===== src/hw/rtl/dsa_pkg.sv =====
// Shared constants and control types for the decimal scale alignment block.
`timescale 1ns / 1ps

package dsa_pkg;

    // Default mantissa width in bits.
    localparam int MANT_BITS_DEF = 96;

    // The scaler works on 32-bit limbs, one limb per cycle while run is requested.
    localparam int LIMB_BITS = 32;

    // A limb times ten plus a carry below ten fits in this many carry bits.
    localparam int CARRY_BITS = 4;

    // Port widths of the mantissa halves and the exponent.
    localparam int LOW_BITS   = 64;
    localparam int HIGH_BITS  = 32;
    localparam int FIELD_BITS = LOW_BITS + HIGH_BITS;
    localparam int EXP_BITS   = 8;

    // Requests from the sequencer to the limb-serial scaler.
    typedef struct packed {
        logic load;
        logic run;
    } t_scl_ctrl;

    // Status back from the scaler.
    typedef struct packed {
        logic step_end;
        logic fits;
    } t_scl_stat;

endpackage


===== src/hw/rtl/dsa_scaler.sv =====
// Limb-serial multiply-by-ten unit with overflow check for one mantissa.
`timescale 1ns / 1ps

module dsa_scaler #(
    parameter int MANT_BITS = dsa_pkg::MANT_BITS_DEF
) (
    input  logic                  i_clk,
    input  logic                  i_rst_n,
    input  dsa_pkg::t_scl_ctrl    i_ctrl,
    input  logic [((MANT_BITS + dsa_pkg::LIMB_BITS - 1) / dsa_pkg::LIMB_BITS)
                  * dsa_pkg::LIMB_BITS - 1:0] i_load_val,
    output logic [((MANT_BITS + dsa_pkg::LIMB_BITS - 1) / dsa_pkg::LIMB_BITS)
                  * dsa_pkg::LIMB_BITS - 1:0] o_mant,
    output dsa_pkg::t_scl_stat    o_stat
);

    localparam int LB   = dsa_pkg::LIMB_BITS;
    localparam int CB   = dsa_pkg::CARRY_BITS;
    localparam int NL   = (MANT_BITS + LB - 1) / LB;
    localparam int W    = NL * LB;
    localparam int LW   = (NL > 1) ? $clog2(NL) : 1;
    localparam int TOPB = MANT_BITS - (NL - 1) * LB;
    localparam logic [LB-1:0] TOP_MASK = {LB{1'b1}} >> (LB - TOPB);
    localparam logic [LW-1:0] LAST_LIMB = LW'(NL - 1);

    logic [W-1:0]    r_m;
    logic [W-1:0]    r_prod;
    logic [CB-1:0]   r_carry;
    logic [LW-1:0]   r_limb;

    logic [LB+CB-1:0] wide;
    logic [LB-1:0]    prod_limb;
    logic [CB-1:0]    c_next;
    logic             last;
    logic             fits;
    logic [W+LB-1:0]  prod_cat;
    logic [W+LB-1:0]  rot_cat;
    logic [W-1:0]     n_prod;
    logic [W-1:0]     n_rot;

    // The low limb times ten is the limb shifted by three plus the limb shifted by one.
    assign wide = ({{CB{1'b0}}, r_m[LB-1:0]} << 3) + ({{CB{1'b0}}, r_m[LB-1:0]} << 1)
                + {{LB{1'b0}}, r_carry};
    assign prod_limb = wide[LB-1:0];
    assign c_next    = wide[LB+CB-1:LB];
    assign last      = (r_limb == LAST_LIMB);

    // Only the top limb can hold bits at or above the mantissa width.
    assign fits = (c_next == '0) && ((prod_limb & ~TOP_MASK) == '0);

    assign prod_cat = {prod_limb, r_prod};
    assign n_prod   = prod_cat[W+LB-1:LB];
    assign rot_cat  = {r_m[LB-1:0], r_m};
    assign n_rot    = rot_cat[W+LB-1:LB];

    always_ff @(posedge i_clk) begin
        if (!i_rst_n) begin
            r_carry <= '0;
            r_limb  <= '0;
        end else if (i_ctrl.load) begin
            r_carry <= '0;
            r_limb  <= '0;
        end else if (i_ctrl.run) begin
            r_carry <= last ? '0 : c_next;
            r_limb  <= last ? '0 : r_limb + LW'(1);
        end
    end

    // After a full pass the rotation has brought the old value back; it is kept on overflow.
    always_ff @(posedge i_clk) begin
        if (i_ctrl.load) begin
            r_m <= i_load_val;
        end else if (i_ctrl.run) begin
            r_m    <= (last && fits) ? n_prod : n_rot;
            r_prod <= n_prod;
        end
    end

    assign o_mant          = r_m;
    assign o_stat.step_end = i_ctrl.run && last;
    assign o_stat.fits     = fits;

    a_no_overlap: assert property (@(posedge i_clk) disable iff (!i_rst_n)
        !(i_ctrl.load && i_ctrl.run))
        else $error("scaler load and run requested together");

    a_limb_range: assert property (@(posedge i_clk) disable iff (!i_rst_n)
        r_limb <= LAST_LIMB)
        else $error("scaler limb counter out of range");

    a_pass_start: assert property (@(posedge i_clk) disable iff (!i_rst_n)
        o_stat.step_end |=> (r_limb == '0 && r_carry == '0))
        else $error("scaler pass did not restart from the low limb");

endmodule


===== src/hw/rtl/decimal_scale_alignment_top.sv =====
// Top level: aligns two decimal operands to the larger scale, one limb per cycle.
`timescale 1ns / 1ps
// The sequencer goes from idle to done, through the run state when it has S multiply-by-ten
// steps to do (the scale difference, or fewer when an overflow stops it).
// Each step runs one 32-bit limb per cycle through a single times-ten adder.
// Throughput: one request at a time; the next one is taken after the result is taken.
// Reset (synchronous, active low) returns the sequencer to idle and drops the result valid.

module decimal_scale_alignment_top #(
    parameter int MANT_BITS = dsa_pkg::MANT_BITS_DEF
) (
    input  logic        i_clk,
    input  logic        i_rst_n,
    input  logic        i_valid,
    output logic        o_ready,
    input  logic [63:0] i_mant_a_low,
    input  logic [31:0] i_mant_a_high,
    input  logic [7:0]  i_exp_a,
    input  logic [63:0] i_mant_b_low,
    input  logic [31:0] i_mant_b_high,
    input  logic [7:0]  i_exp_b,
    output logic        o_valid,
    input  logic        i_ready,
    output logic [63:0] o_out_a_low,
    output logic [31:0] o_out_a_high,
    output logic [63:0] o_out_b_low,
    output logic [31:0] o_out_b_high,
    output logic [7:0]  o_common_exp,
    output logic        o_overflow_error
);

    localparam int LB = dsa_pkg::LIMB_BITS;
    localparam int FB = dsa_pkg::FIELD_BITS;
    localparam int LO = dsa_pkg::LOW_BITS;
    localparam int EB = dsa_pkg::EXP_BITS;
    localparam int W  = ((MANT_BITS + LB - 1) / LB) * LB;

    typedef enum logic [1:0] {
        S_IDLE,
        S_RUN,
        S_DONE
    } t_state;

    t_state             r_state;
    logic [EB-1:0]      r_cnt;
    logic               r_scale_a;
    logic               r_err;
    logic [EB-1:0]      r_exp;
    logic [W-1:0]       r_other;

    dsa_pkg::t_scl_ctrl scl_ctrl;
    dsa_pkg::t_scl_stat scl_stat;

    logic [FB-1:0]      in_a;
    logic [FB-1:0]      in_b;
    logic [W-1:0]       ld_a;
    logic [W-1:0]       ld_b;
    logic               a_smaller;
    logic [EB-1:0]      diff;
    logic [W-1:0]       scaled;
    logic [W-1:0]       res_a;
    logic [W-1:0]       res_b;
    logic [FB-1:0]      out_a;
    logic [FB-1:0]      out_b;
    logic               in_acc;

    assign in_a = {i_mant_a_high, i_mant_a_low};
    assign in_b = {i_mant_b_high, i_mant_b_low};

    // Bits at or above the mantissa width are dropped on entry.
    genvar gi;
    generate
        for (gi = 0; gi < W; gi++) begin : g_load
            if (gi < FB && gi < MANT_BITS) begin : g_in
                assign ld_a[gi] = in_a[gi];
                assign ld_b[gi] = in_b[gi];
            end else begin : g_zero
                assign ld_a[gi] = 1'b0;
                assign ld_b[gi] = 1'b0;
            end
        end
        for (gi = 0; gi < FB; gi++) begin : g_out
            if (gi < W) begin : g_in
                assign out_a[gi] = res_a[gi];
                assign out_b[gi] = res_b[gi];
            end else begin : g_zero
                assign out_a[gi] = 1'b0;
                assign out_b[gi] = 1'b0;
            end
        end
    endgenerate

    assign a_smaller = (i_exp_a < i_exp_b);
    assign diff      = a_smaller ? (i_exp_b - i_exp_a) : (i_exp_a - i_exp_b);
    assign in_acc    = i_valid && (r_state == S_IDLE);

    assign scl_ctrl.load = in_acc;
    assign scl_ctrl.run  = (r_state == S_RUN);

    dsa_scaler #(
        .MANT_BITS (MANT_BITS)
    ) u_scaler (
        .i_clk      (i_clk),
        .i_rst_n    (i_rst_n),
        .i_ctrl     (scl_ctrl),
        .i_load_val (a_smaller ? ld_a : ld_b),
        .o_mant     (scaled),
        .o_stat     (scl_stat)
    );

    always_ff @(posedge i_clk) begin
        if (!i_rst_n) begin
            r_state <= S_IDLE;
            r_cnt   <= '0;
            r_err   <= 1'b0;
        end else begin
            unique case (r_state)
                S_IDLE: begin
                    if (i_valid) begin
                        r_cnt     <= diff;
                        r_err     <= 1'b0;
                        r_scale_a <= a_smaller;
                        r_exp     <= a_smaller ? i_exp_b : i_exp_a;
                        r_other   <= a_smaller ? ld_b : ld_a;
                        r_state   <= (diff == '0) ? S_DONE : S_RUN;
                    end
                end
                S_RUN: begin
                    if (scl_stat.step_end) begin
                        if (!scl_stat.fits) begin
                            r_err   <= 1'b1;
                            r_state <= S_DONE;
                        end else begin
                            r_cnt <= r_cnt - EB'(1);
                            if (r_cnt == EB'(1)) begin
                                r_state <= S_DONE;
                            end
                        end
                    end
                end
                S_DONE: begin
                    if (i_ready) begin
                        r_state <= S_IDLE;
                    end
                end
                default: begin
                    r_state <= S_IDLE;
                end
            endcase
        end
    end

    assign res_a = r_scale_a ? scaled : r_other;
    assign res_b = r_scale_a ? r_other : scaled;

    assign o_ready          = (r_state == S_IDLE);
    assign o_valid          = (r_state == S_DONE);
    assign o_out_a_low      = out_a[LO-1:0];
    assign o_out_a_high     = out_a[FB-1:LO];
    assign o_out_b_low      = out_b[LO-1:0];
    assign o_out_b_high     = out_b[FB-1:LO];
    assign o_common_exp     = r_exp;
    assign o_overflow_error = r_err;

    a_run_cnt: assert property (@(posedge i_clk) disable iff (!i_rst_n)
        (r_state == S_RUN) |-> (r_cnt != '0))
        else $error("scaling running with no steps left");

    a_err_cause: assert property (@(posedge i_clk) disable iff (!i_rst_n)
        $rose(r_err) |-> $past(scl_stat.step_end && !scl_stat.fits))
        else $error("overflow flag set without an overflowing step");

    a_equal_exp: assert property (@(posedge i_clk) disable iff (!i_rst_n)
        (i_valid && o_ready && i_exp_a == i_exp_b) |=> (o_valid && !o_overflow_error))
        else $error("equal scales did not pass straight through");

    a_err_done: assert property (@(posedge i_clk) disable iff (!i_rst_n)
        (r_state == S_RUN) |-> !r_err)
        else $error("scaling continued after an overflow");

endmodule


===== config.mk =====
export PLATFORM = sky130hd
export DESIGN_NAME = decimal_scale_alignment_top
export DESIGN_NICKNAME = d
export VERILOG_FILES = /design/src/hw/rtl/dsa_pkg.sv /design/src/hw/rtl/dsa_scaler.sv /design/src/hw/rtl/decimal_scale_alignment_top.sv
export SDC_FILE = /design/constraint.sdc
export NUM_CORES = 1
export LEC_CHECK = 0
export ABC_AREA = 1
export CAP_MARGIN = 10
export CORE_AREA = 5 5 128 252
export DETAILED_ROUTE_END_ITERATION = 7
export DIE_AREA = 0 0 133 257
export DONT_BUFFER_PORTS = 1
export PLACE_DENSITY = 0.8
export SLEW_MARGIN = 20
export SYNTH_ARGS = -nofsm -noshare
export SYNTH_HDL_FRONTEND = slang
export SYNTH_SLANG_ARGS = --single-unit

===== constraint.sdc =====
create_clock -name i_clk -period 10.79 [get_ports i_clk]
set_input_delay 2.158 -clock i_clk [delete_from_list [all_inputs] [get_ports i_clk]]
set_output_delay 2.158 -clock i_clk [all_outputs]
set_load 0.02 [all_outputs]

# Word-level counts from Yosys, hierarchy flattened
# Cells that the tools add are included.
dict set report classes {
  reduce_logical 14
  n_eq_ne 10
  n_lt_le_gt_ge 1
  bitwise 2
  addsub 6
  muxes 26
}
# cell count
set ops {}
lappend ops {{two-way mux 96 bit} 7}
lappend ops {{two-way mux 8 bit} 5}
lappend ops {{adder 35 x 33 -> 36 bit} 1}
lappend ops {{adder 36 x 4 -> 36 bit} 1}
lappend ops {{case mux 8 bit (2 select lines)} 1}
lappend ops {{subtractor 8 bit} 2}
lappend ops {{two-way mux 2 bit} 7}
lappend ops {{AND reduction 4 bit} 3}
lappend ops {{== test 8 x 1 -> 1 bit, second input constant} 1}
lappend ops {{zero test 8 bit} 1}
lappend ops {{< comparator 8 bit} 1}
lappend ops {{!= test 2 bit, second input constant} 4}
lappend ops {{subtractor 8 x 1 -> 8 bit, second input constant} 1}
lappend ops {{case mux 2 bit (3 select lines)} 1}
lappend ops {{== test 2 bit, second input constant} 2}
lappend ops {{zero test 4 bit} 1}
lappend ops {{two-way mux 4 bit} 1}
lappend ops {{nonzero test 2 bit} 2}
lappend ops {{logical AND 1 bit} 3}
lappend ops {{two-way mux 1 bit} 3}
lappend ops {{!= test 3 bit, second input constant} 1}
lappend ops {{AND reduction 3 bit} 1}
lappend ops {{adder 2 x 1 -> 2 bit, second input constant} 1}
lappend ops {{== test 2 x 1 -> 1 bit, second input constant} 1}
lappend ops {{6 further kinds} 7}
dict set report word_totals {
  regBits 314
  wordCells 69
  output_inout_bits 203
  input_bits 212
}

# Longest topological paths before layout
# Gate-level depths: netlist (run 1).
dict set report depth {
  word_depth 7
  ltp_mapped 24
}

# By module
# A second synthesis (run 1) with hierarchy kept.
dict set report hier_totals {
  cells_unflattened 2866
  hier_area_um2 20166.8
}
# module area_per_inst_um2 n_inst cells_per_inst seq_area_each_um2
set by_module_without_submodules {}
lappend by_module_without_submodules {dsa_scaler 10816.6 1 1419 4924.7}
lappend by_module_without_submodules {decimal_scale_alignment_top 9350.2 1 1447 3373.2}

# Least setup slack after synthesis (run 1)
# No wires, ideal clock.
dict set report synth_path {
  kind {input to register}
  startpoint {in i_valid}
  endpoint {reg r_exp[0], in the netlist o_common_exp[0] (enable)}
  setup_ns 0.570
  arrival_ns 7.042
  path_buffers 2
  required_ns 10.220
  path_slack_ns 3.179
  stages 4
  path_cell_list {nand2_1 -> clkbuf_1 -> buf_2 -> nor2_1}
}
dict set report synth_via {
  elab_chain_cells 1
}
# item line
set synth_rtl {}
lappend synth_rtl {{start: declaration} decimal_scale_alignment_top.sv:14} ;# input logic i_valid,
lappend synth_rtl {{AND reduction 3 bit (no line)} --}
lappend synth_rtl {{end signal: assignment} decimal_scale_alignment_top.sv:123} ;# r_exp <= a_smaller ? i_exp_b : i_exp_a;
lappend synth_rtl {{end: declaration} decimal_scale_alignment_top.sv:48} ;# logic [EB-1:0] r_exp;
# No other way between the ends.
# A chain may end at the register's enable or synchronous reset.

# Worst setup path in the final report (run 1)
dict set report layout_path {
  startpoint {in i_exp_a[0]}
  endpoint {reg u_scaler.r_m[37], in the netlist u_scaler.o_mant[37] (data pin)}
}
dict set report layout_via {
  elab_chain_cells 3
}
# item line
set layout_rtl {}
lappend layout_rtl {{start: declaration} decimal_scale_alignment_top.sv:18} ;# input logic [7:0] i_exp_a,
lappend layout_rtl {{< comparator 8 bit} decimal_scale_alignment_top.sv:93} ;# assign a_smaller = (i_exp_a < i_exp_b);
lappend layout_rtl {{two-way mux 96 bit} decimal_scale_alignment_top.sv:106} ;# .i_load_val (a_smaller ? ld_a : ld_b),
lappend layout_rtl {{two-way mux 96 bit} dsa_scaler.sv:71} ;# if (i_ctrl.load) begin
lappend layout_rtl {{end signal: assignment} dsa_scaler.sv:72} ;# r_m <= i_load_val;
lappend layout_rtl {{end signal: assignment} dsa_scaler.sv:74} ;# r_m <= (last && fits) ? n_prod : n_rot;
lappend layout_rtl {{end: declaration} dsa_scaler.sv:26} ;# logic [W-1:0] r_m;
# No other way between the ends.

==> flow_summary.yaml, run 1 <==
sta:
  rsz0062_at_grt: "false"
  post-route-period-util_pct: 50.85
  final_max_slew_viol_count: 0
  tightestPinTransition_ps: 1185
  fmax_ghz: 0.1823
  finalHoldViolCount: 0
  slew_headroom_pct: 20.18
  tns_ps: 0
  hold_ws_ps: 449.0
  period_needed_ps: 5486
  finalSetupViolCount: 0
  fin_skew_ps: 22.42
logic_synthesis:
  ys_warn_count: 0
  synthCells: 2662
  yosysTopAreaCell: "edfxtp_1"
  synth-main-ff-cell: "edfxtp_1"
  synth_top_area_share_pct: 41.23
  syn_avg_cell_area_sq_um: 7.250
  async_reset_ff_share_pct: 0
  synthTopCellsByArea: "edfxtp_1 41%, nand2_1 16%, o21ai_0 7.9%, inv_1 6.8%, a21oi_1 6.4%"
  synthesis.nets: 2958
  synth_common_cells: "822 x nand2_1, 350 x inv_1, 305 x o21ai_0, 265 x edfxtp_1, 246 x a21oi_1"
  synth-edff-count: 265
  ys_ff_latch: 282
  seq_area_frac_synth_pct: 43.00
  ys_types: 38
  syn-cell-area_sq_mm: 0.01930
  yosysMostFrequentCell: "nand2_1"
clock_network:
  htreeDepth: 1
  cts_hold_buf: 0
  cts_tree: "done"
  clockBufferDepth: 3
  path_clk_slew_ps: 70
  insertion_delay_ps: 560
  post_cts_buffers: 0
  cts_made_buffers: 26
  root_buffer: "clkbuf_16"
  post_cts_resized: 0
  clock-sinks: 282
die:
  coreArea_sq_mm: 0.03007
  start_util_pct: 64.19
  dieWidth_um: 133
  die_area_sq_mm: 0.03418
  rows: 90
  die_y_um: 257
  pin_count: 415
routing:
  ant_nets: 0
  wl_per_cell_um: 19.94
  via_per_inst: 5.880
  routed_wl_mm: 58.85
  vias: 17350
  drc_errors: 0
  drt_iter0_drc: 1721
  drt_first_pass_iters: 6
pwr:
  clkPwrFrac_pct: 17.4
  p_int_mw: 2.883
  p_per_area_mw_per_mm2: 268.2
  vdd_drop_max_mv: 0.2217
  p_sw_mw: 2.525
  leakage_nw: 9.527
  p_seq_share_pct: 34.5
  p_comb_share_pct: 48.1
  swShare_pct: 46.69
setup_path:
  crit_fanout: 131
  endpoint_kind: "flop"
  worst_ep_required_time_ps: 11100
  crit_path_start_kind: "primary input"
  crit_type: "primary input to flop"
  worstPathArrival_ps: 5800
place:
  gp_congestion: 0.9881
  place_area_sq_mm: 0.01931
  dp_hpwl_mm: 45.35
  dp_cells: 2902
  numPortBuffers: 0
final_layout:
  stdcell_area_sq_mm: 0.02016
  area_growth_pct: 4.473
  layout.cells.non_filler: 2951
  nets: 2858
  multi_input_area_sq_mm: 0.009100
  layout-drive-gt1-share_pct: 2.828
  fillers: 2584
  regArea_sq_mm: 0.008298
global_routing:
  grt_overflow: 0
  grt_first_pass_wirelength_mm: 91.17
  grt_pass1_vias: 16770
  grt_start_max_net_pins: 132
  grt_usage_pct: 33.51
  antenna_found_initial: 2
run_status:
  status: "completed"
run:
  cap_violations: 0
min_path:
  hp-class: "flop to flop"
[power by group through the flow]
stage	combinational [mW]	sequential [mW]	clock (mW)
2_1_floorplan	1.95	1.80	0
3_3_place_gp	2.53	1.87	0
3_5_place_dp	2.57	1.88	0
4_1_cts	2.58	1.86	0.947
5_1_grt	2.90	1.89	0.992
6_report	2.60	1.87	0.940
[worst max-delay path, cell delays in order]
cell     delay [ps]
inv_1            20
ha_1            210
fa_1            410
inv_1            90
nand3_1          80
nand2_1         110
nand2_1         100
nand2_4         480
buf_4           740
buf_4           880
a21oi_1         160
o21ai_0         150
nand2_1          80
[flip-flops by register name, indices dropped and copies added (netlist names)]
| signal | flops |
|---|---|
| r_other | 96 |
| u_scaler.o_mant | 96 |
| u_scaler.r_prod | 64 |
| o_common_exp | 8 |
| r_cnt | 8 |
| u_scaler.r_carry | 4 |
| r_state | 2 |
| u_scaler.r_limb | 2 |
| o_overflow_error | 1 |
| r_scale_a | 1 |
[metal layers]
layer / global-route usage, % / up-vias / part of all wire (%)
met5: 0 / - / 0
met4: 15.14 / 0 / 5.0
met3: 4.828 / 150 / 7.5
met2: 60.73 / 784 / 52
met1: 38.80 / 7929 / 36
li1: - / 8489 / -
[cell families (layout without fill, tap and decap cells)]
| family | count (synthesis) | in the layout | synth area share [%] |
|---|---|---|---|
| compound gates | 571 | 571 | 15.05 |
| simple gates | 1198 | 1198 | 24.95 |
| xor+xnor | 29 | 29 | 1.316 |
| fa+ha+maj | 84 | 84 | 5.601 |
| other cells | 0 | 2 | 0 |
| flops | 282 | 282 | 43.00 |
| buf+inv | 498 | 417 | 10.09 |
[placed cells by master, fill, tap and decap left out, types with 17 or more instances in the layout]
cell type | Yosys | layout
nand2_1 | 822 | 819
inv_1 | 350 | 350
o21ai_0 | 305 | 305
edfxtp_1 | 265 | 265
a21oi_1 | 246 | 246
nand3_1 | 169 | 169
nor2_1 | 170 | 167
ha_1 | 80 | 80
clkbuf_16 | 0 | 27
xnor2_1 | 21 | 21
dfxtp_1 | 17 | 17
buf_4 | 4 | 17
[final cells by class]
| type | instances | area share (%) |
|---|---|---|
| antenna | 2 | 0.02482 |
| clock buffer | 32 | 3.444 |
| clock inverter | 15 | 0.7571 |
| inverter | 353 | 6.572 |
| multi-input combinational | 1882 | 45.13 |
| sequential | 282 | 41.15 |
| tap | 368 | 2.284 |
| timing repair buffer | 17 | 0.6329 |
[worst paths after layout]
check	start	endpoint	slack [ps]	cells after the start
setup / recovery	i_exp_a[0]	u_scaler.o_mant[37]$_DFFE_PP_	5300	13
hold / removal	u_scaler.r_prod[86]$_DFFE_PP_	u_scaler.r_prod[54]$_DFFE_PP_	450	0
setup reg to reg	u_scaler.o_mant[1]$_DFFE_PP_	u_scaler.o_mant[32]$_DFFE_PP_	6130	22
hold reg to reg	u_scaler.r_prod[86]$_DFFE_PP_	u_scaler.r_prod[54]$_DFFE_PP_	450	0
[through the flow]
| stage | utilization (%) | setup WS, ps | power, mW |
|---|---|---|---|
| floorplan | - | 3179 | 3.752 |
| global placement | 64.23 | 4952 | 4.397 |
| detailed placement | 64.23 | 4806 | 4.451 |
| CTS | 67.05 | 5359 | 5.386 |
| global route | 67.06 | 4901 | 5.784 |
| finish | 67.06 | 5304 | 5.407 |
Power figures use the tool's default switching activity.
==> run 2: changes to the inputs <==
==> constraint.sdc (replaced) <==
create_clock -name i_clk -period 5.1 [get_ports i_clk]
set_input_delay 1.02 -clock i_clk [delete_from_list [all_inputs] [get_ports i_clk]]
set_output_delay 1.02 -clock i_clk [all_outputs]
set_load 0.02 [all_outputs]
==> flow_summary.yaml, run 2 (synthesis gave the netlist of run 1 again) <==
run_status:
  status: "completed"
clock_network:
  clock-sinks: 282
  insertion_delay_ps: 550
  cts_tree: "done"
  path_clk_slew_ps: 70
  post_cts_buffers: 0
  cts_made_buffers: 26
  clockBufferDepth: 3
  post_cts_resized: 0
  cts_hold_buf: 0
  htreeDepth: 1
  root_buffer: "clkbuf_16"
setup_path:
  endpoint_kind: "flop"
  path_delay_family: "simple AND/OR/NAND/NOR gates"
  path_buf_inv: 3
  slowest_stage: "buf_4"
  worst_ep_required_time_ps: 5500
  slowest_delay_ps: 750
  crit_chain: "ha_1 > ha_1 > inv_1 > fa_1 > inv_1 > nand2_1 > nand2_1 > nand3_1 > nand2_1 > nand2_1 > nand2_1 > nand2_1 > nand2_1 > nand2_1 > nand2_1 > nand2_2 > nor2_8 > buf_4 > nand3_1 > nand2_1 > nand2_1 > nand2_1"
  crit_path_start_kind: "flop"
  crit_fanout: 89
  crit_type: "flop to flop"
  worstPathArrival_ps: 4940
  crit_top_cell: "nand2_1"
final_layout:
  area_growth_pct: 4.694
  layout.cells.non_filler: 2950
  stdcell_area_sq_mm: 0.02021
  fin_util_pct: 67.20
  layout-drive-gt1-share_pct: 2.828
  nets: 2857
  mostFrequentLayoutCell: "nand2_1"
  final_cell_mix: "819 x nand2_1, 350 x inv_1, 304 x o21ai_0"
die:
  dieWidth_um: 133
  start_util_pct: 64.19
  die_y_um: 257
  coreArea_sq_mm: 0.03007
  rows: 90
  pin_count: 415
  die_area_sq_mm: 0.03418
pwr:
  vdd_drop_max_mv: 0.5348
  p_per_area_mw_per_mm2: 568.8
  p_int_mw: 6.046
  swShare_pct: 47.39
  leakage_nw: 9.555
  p_comb_share_pct: 48.8
  p_sw_mw: 5.446
  p_seq_share_pct: 34.5
  clkPwrFrac_pct: 16.7
sta:
  post-route-period-util_pct: 89.04
  setup_slack_ps: 558.7
  tightestPinTransition_ps: 1064
  period_needed_ps: 4541
  tns_ps: 0
  finalHoldViolCount: 0
  fin_skew_ps: 11.88
  finalSetupViolCount: 0
  fmax_ghz: 0.2202
  slew_headroom_pct: 29.07
  rsz0062_at_grt: "false"
  final_max_slew_viol_count: 0
routing:
  drt_iter0_drc: 1632
  ant_nets: 0
  wl_per_cell_um: 20.10
  routed_wl_mm: 59.30
  drc_errors: 0
  vias: 17420
  via_per_inst: 5.906
  drt_first_pass_iters: 7
place:
  place_ws_ps: 675.5
  numPortBuffers: 0
  place_area_sq_mm: 0.01939
  dp_hpwl_mm: 45.42
  gp_congestion: 0.9913
  dp_cells: 2901
global_routing:
  antenna_found_initial: 1
  grt_start_max_net_pins: 257
  grt_overflow: 0
  grt_first_pass_wirelength_mm: 90.80
  grt_pass1_vias: 16400
  grt_usage_pct: 33.37
run:
  cap_violations: 0
min_path:
  hp-class: "flop to flop"
run 2: cell count changes in the layout (fill, tap and decap cells not counted), moves of 2 or more:
| cell | delta |
|---|---|
| clkbuf_8 | +3 |
| buf_12 | +7 |
| buf_4 | -8 |
| bufinv_16 | -2 |
| clkinvlp_4 | -2 |
| clkinv_4 | -3 |
| clkinv_2 | +5 |
run 2: worst paths after layout:
| check | endpoint | slack (ps) | cells past startpoint | from |
|---|---|---|---|---|
| max | u_scaler.o_mant[2]$_DFFE_PP_ | 560 | 22 | u_scaler.o_mant[1]$_DFFE_PP_ |
| max reg2reg | u_scaler.o_mant[2]$_DFFE_PP_ | 560 | 22 | u_scaler.o_mant[1]$_DFFE_PP_ |
| min reg2reg | u_scaler.r_prod[45]$_DFFE_PP_ | 440 | 0 | u_scaler.r_prod[77]$_DFFE_PP_ |
| min | u_scaler.r_prod[45]$_DFFE_PP_ | 440 | 0 | u_scaler.r_prod[77]$_DFFE_PP_ |
run 2: area by class of cell:
cell class / instances / area (sq um)
multi-input cells: 1882 / 9100
inverters: 353 / 1325
clock inverters: 14 / 80.08
diodes: 1 / 2.502
well taps: 368 / 460.4
flip-flops and latches: 282 / 8298
fillers: 2576 / 9861
clock buffers: 34 / 732.0
repair buffers: 16 / 207.7
run 2: metrics by stage:
step	hold slack, ps	total power, mW
2_1_floorplan	427.3	7.934
3_3_place_gp	430.9	9.408
3_5_place_dp	433.5	9.526
4_1_cts	446.2	11.42
5_1_grt	461.7	12.21
6_report	444.1	11.49
run 2: power groups by stage:
| stage | clock [mW] | sequential (mW) | combinational [mW] |
|---|---|---|---|
| finish | 1.91 | 3.97 | 5.61 |
| global route | 2.01 | 4.01 | 6.20 |
| floorplan | 0 | 3.81 | 4.12 |
| global placement | 0 | 3.97 | 5.44 |
| detailed placement | 0 | 3.99 | 5.54 |
| CTS | 1.91 | 3.95 | 5.56 |
run 2: layer usage:
layer,vias up,routed length [um],track usage [%]
li1,8486,-,-
met1,7970,21400,39.38
met2,830,30470,59.98
met3,137,4664,5.004
met4,0,2760,14.08
met5,-,0,0
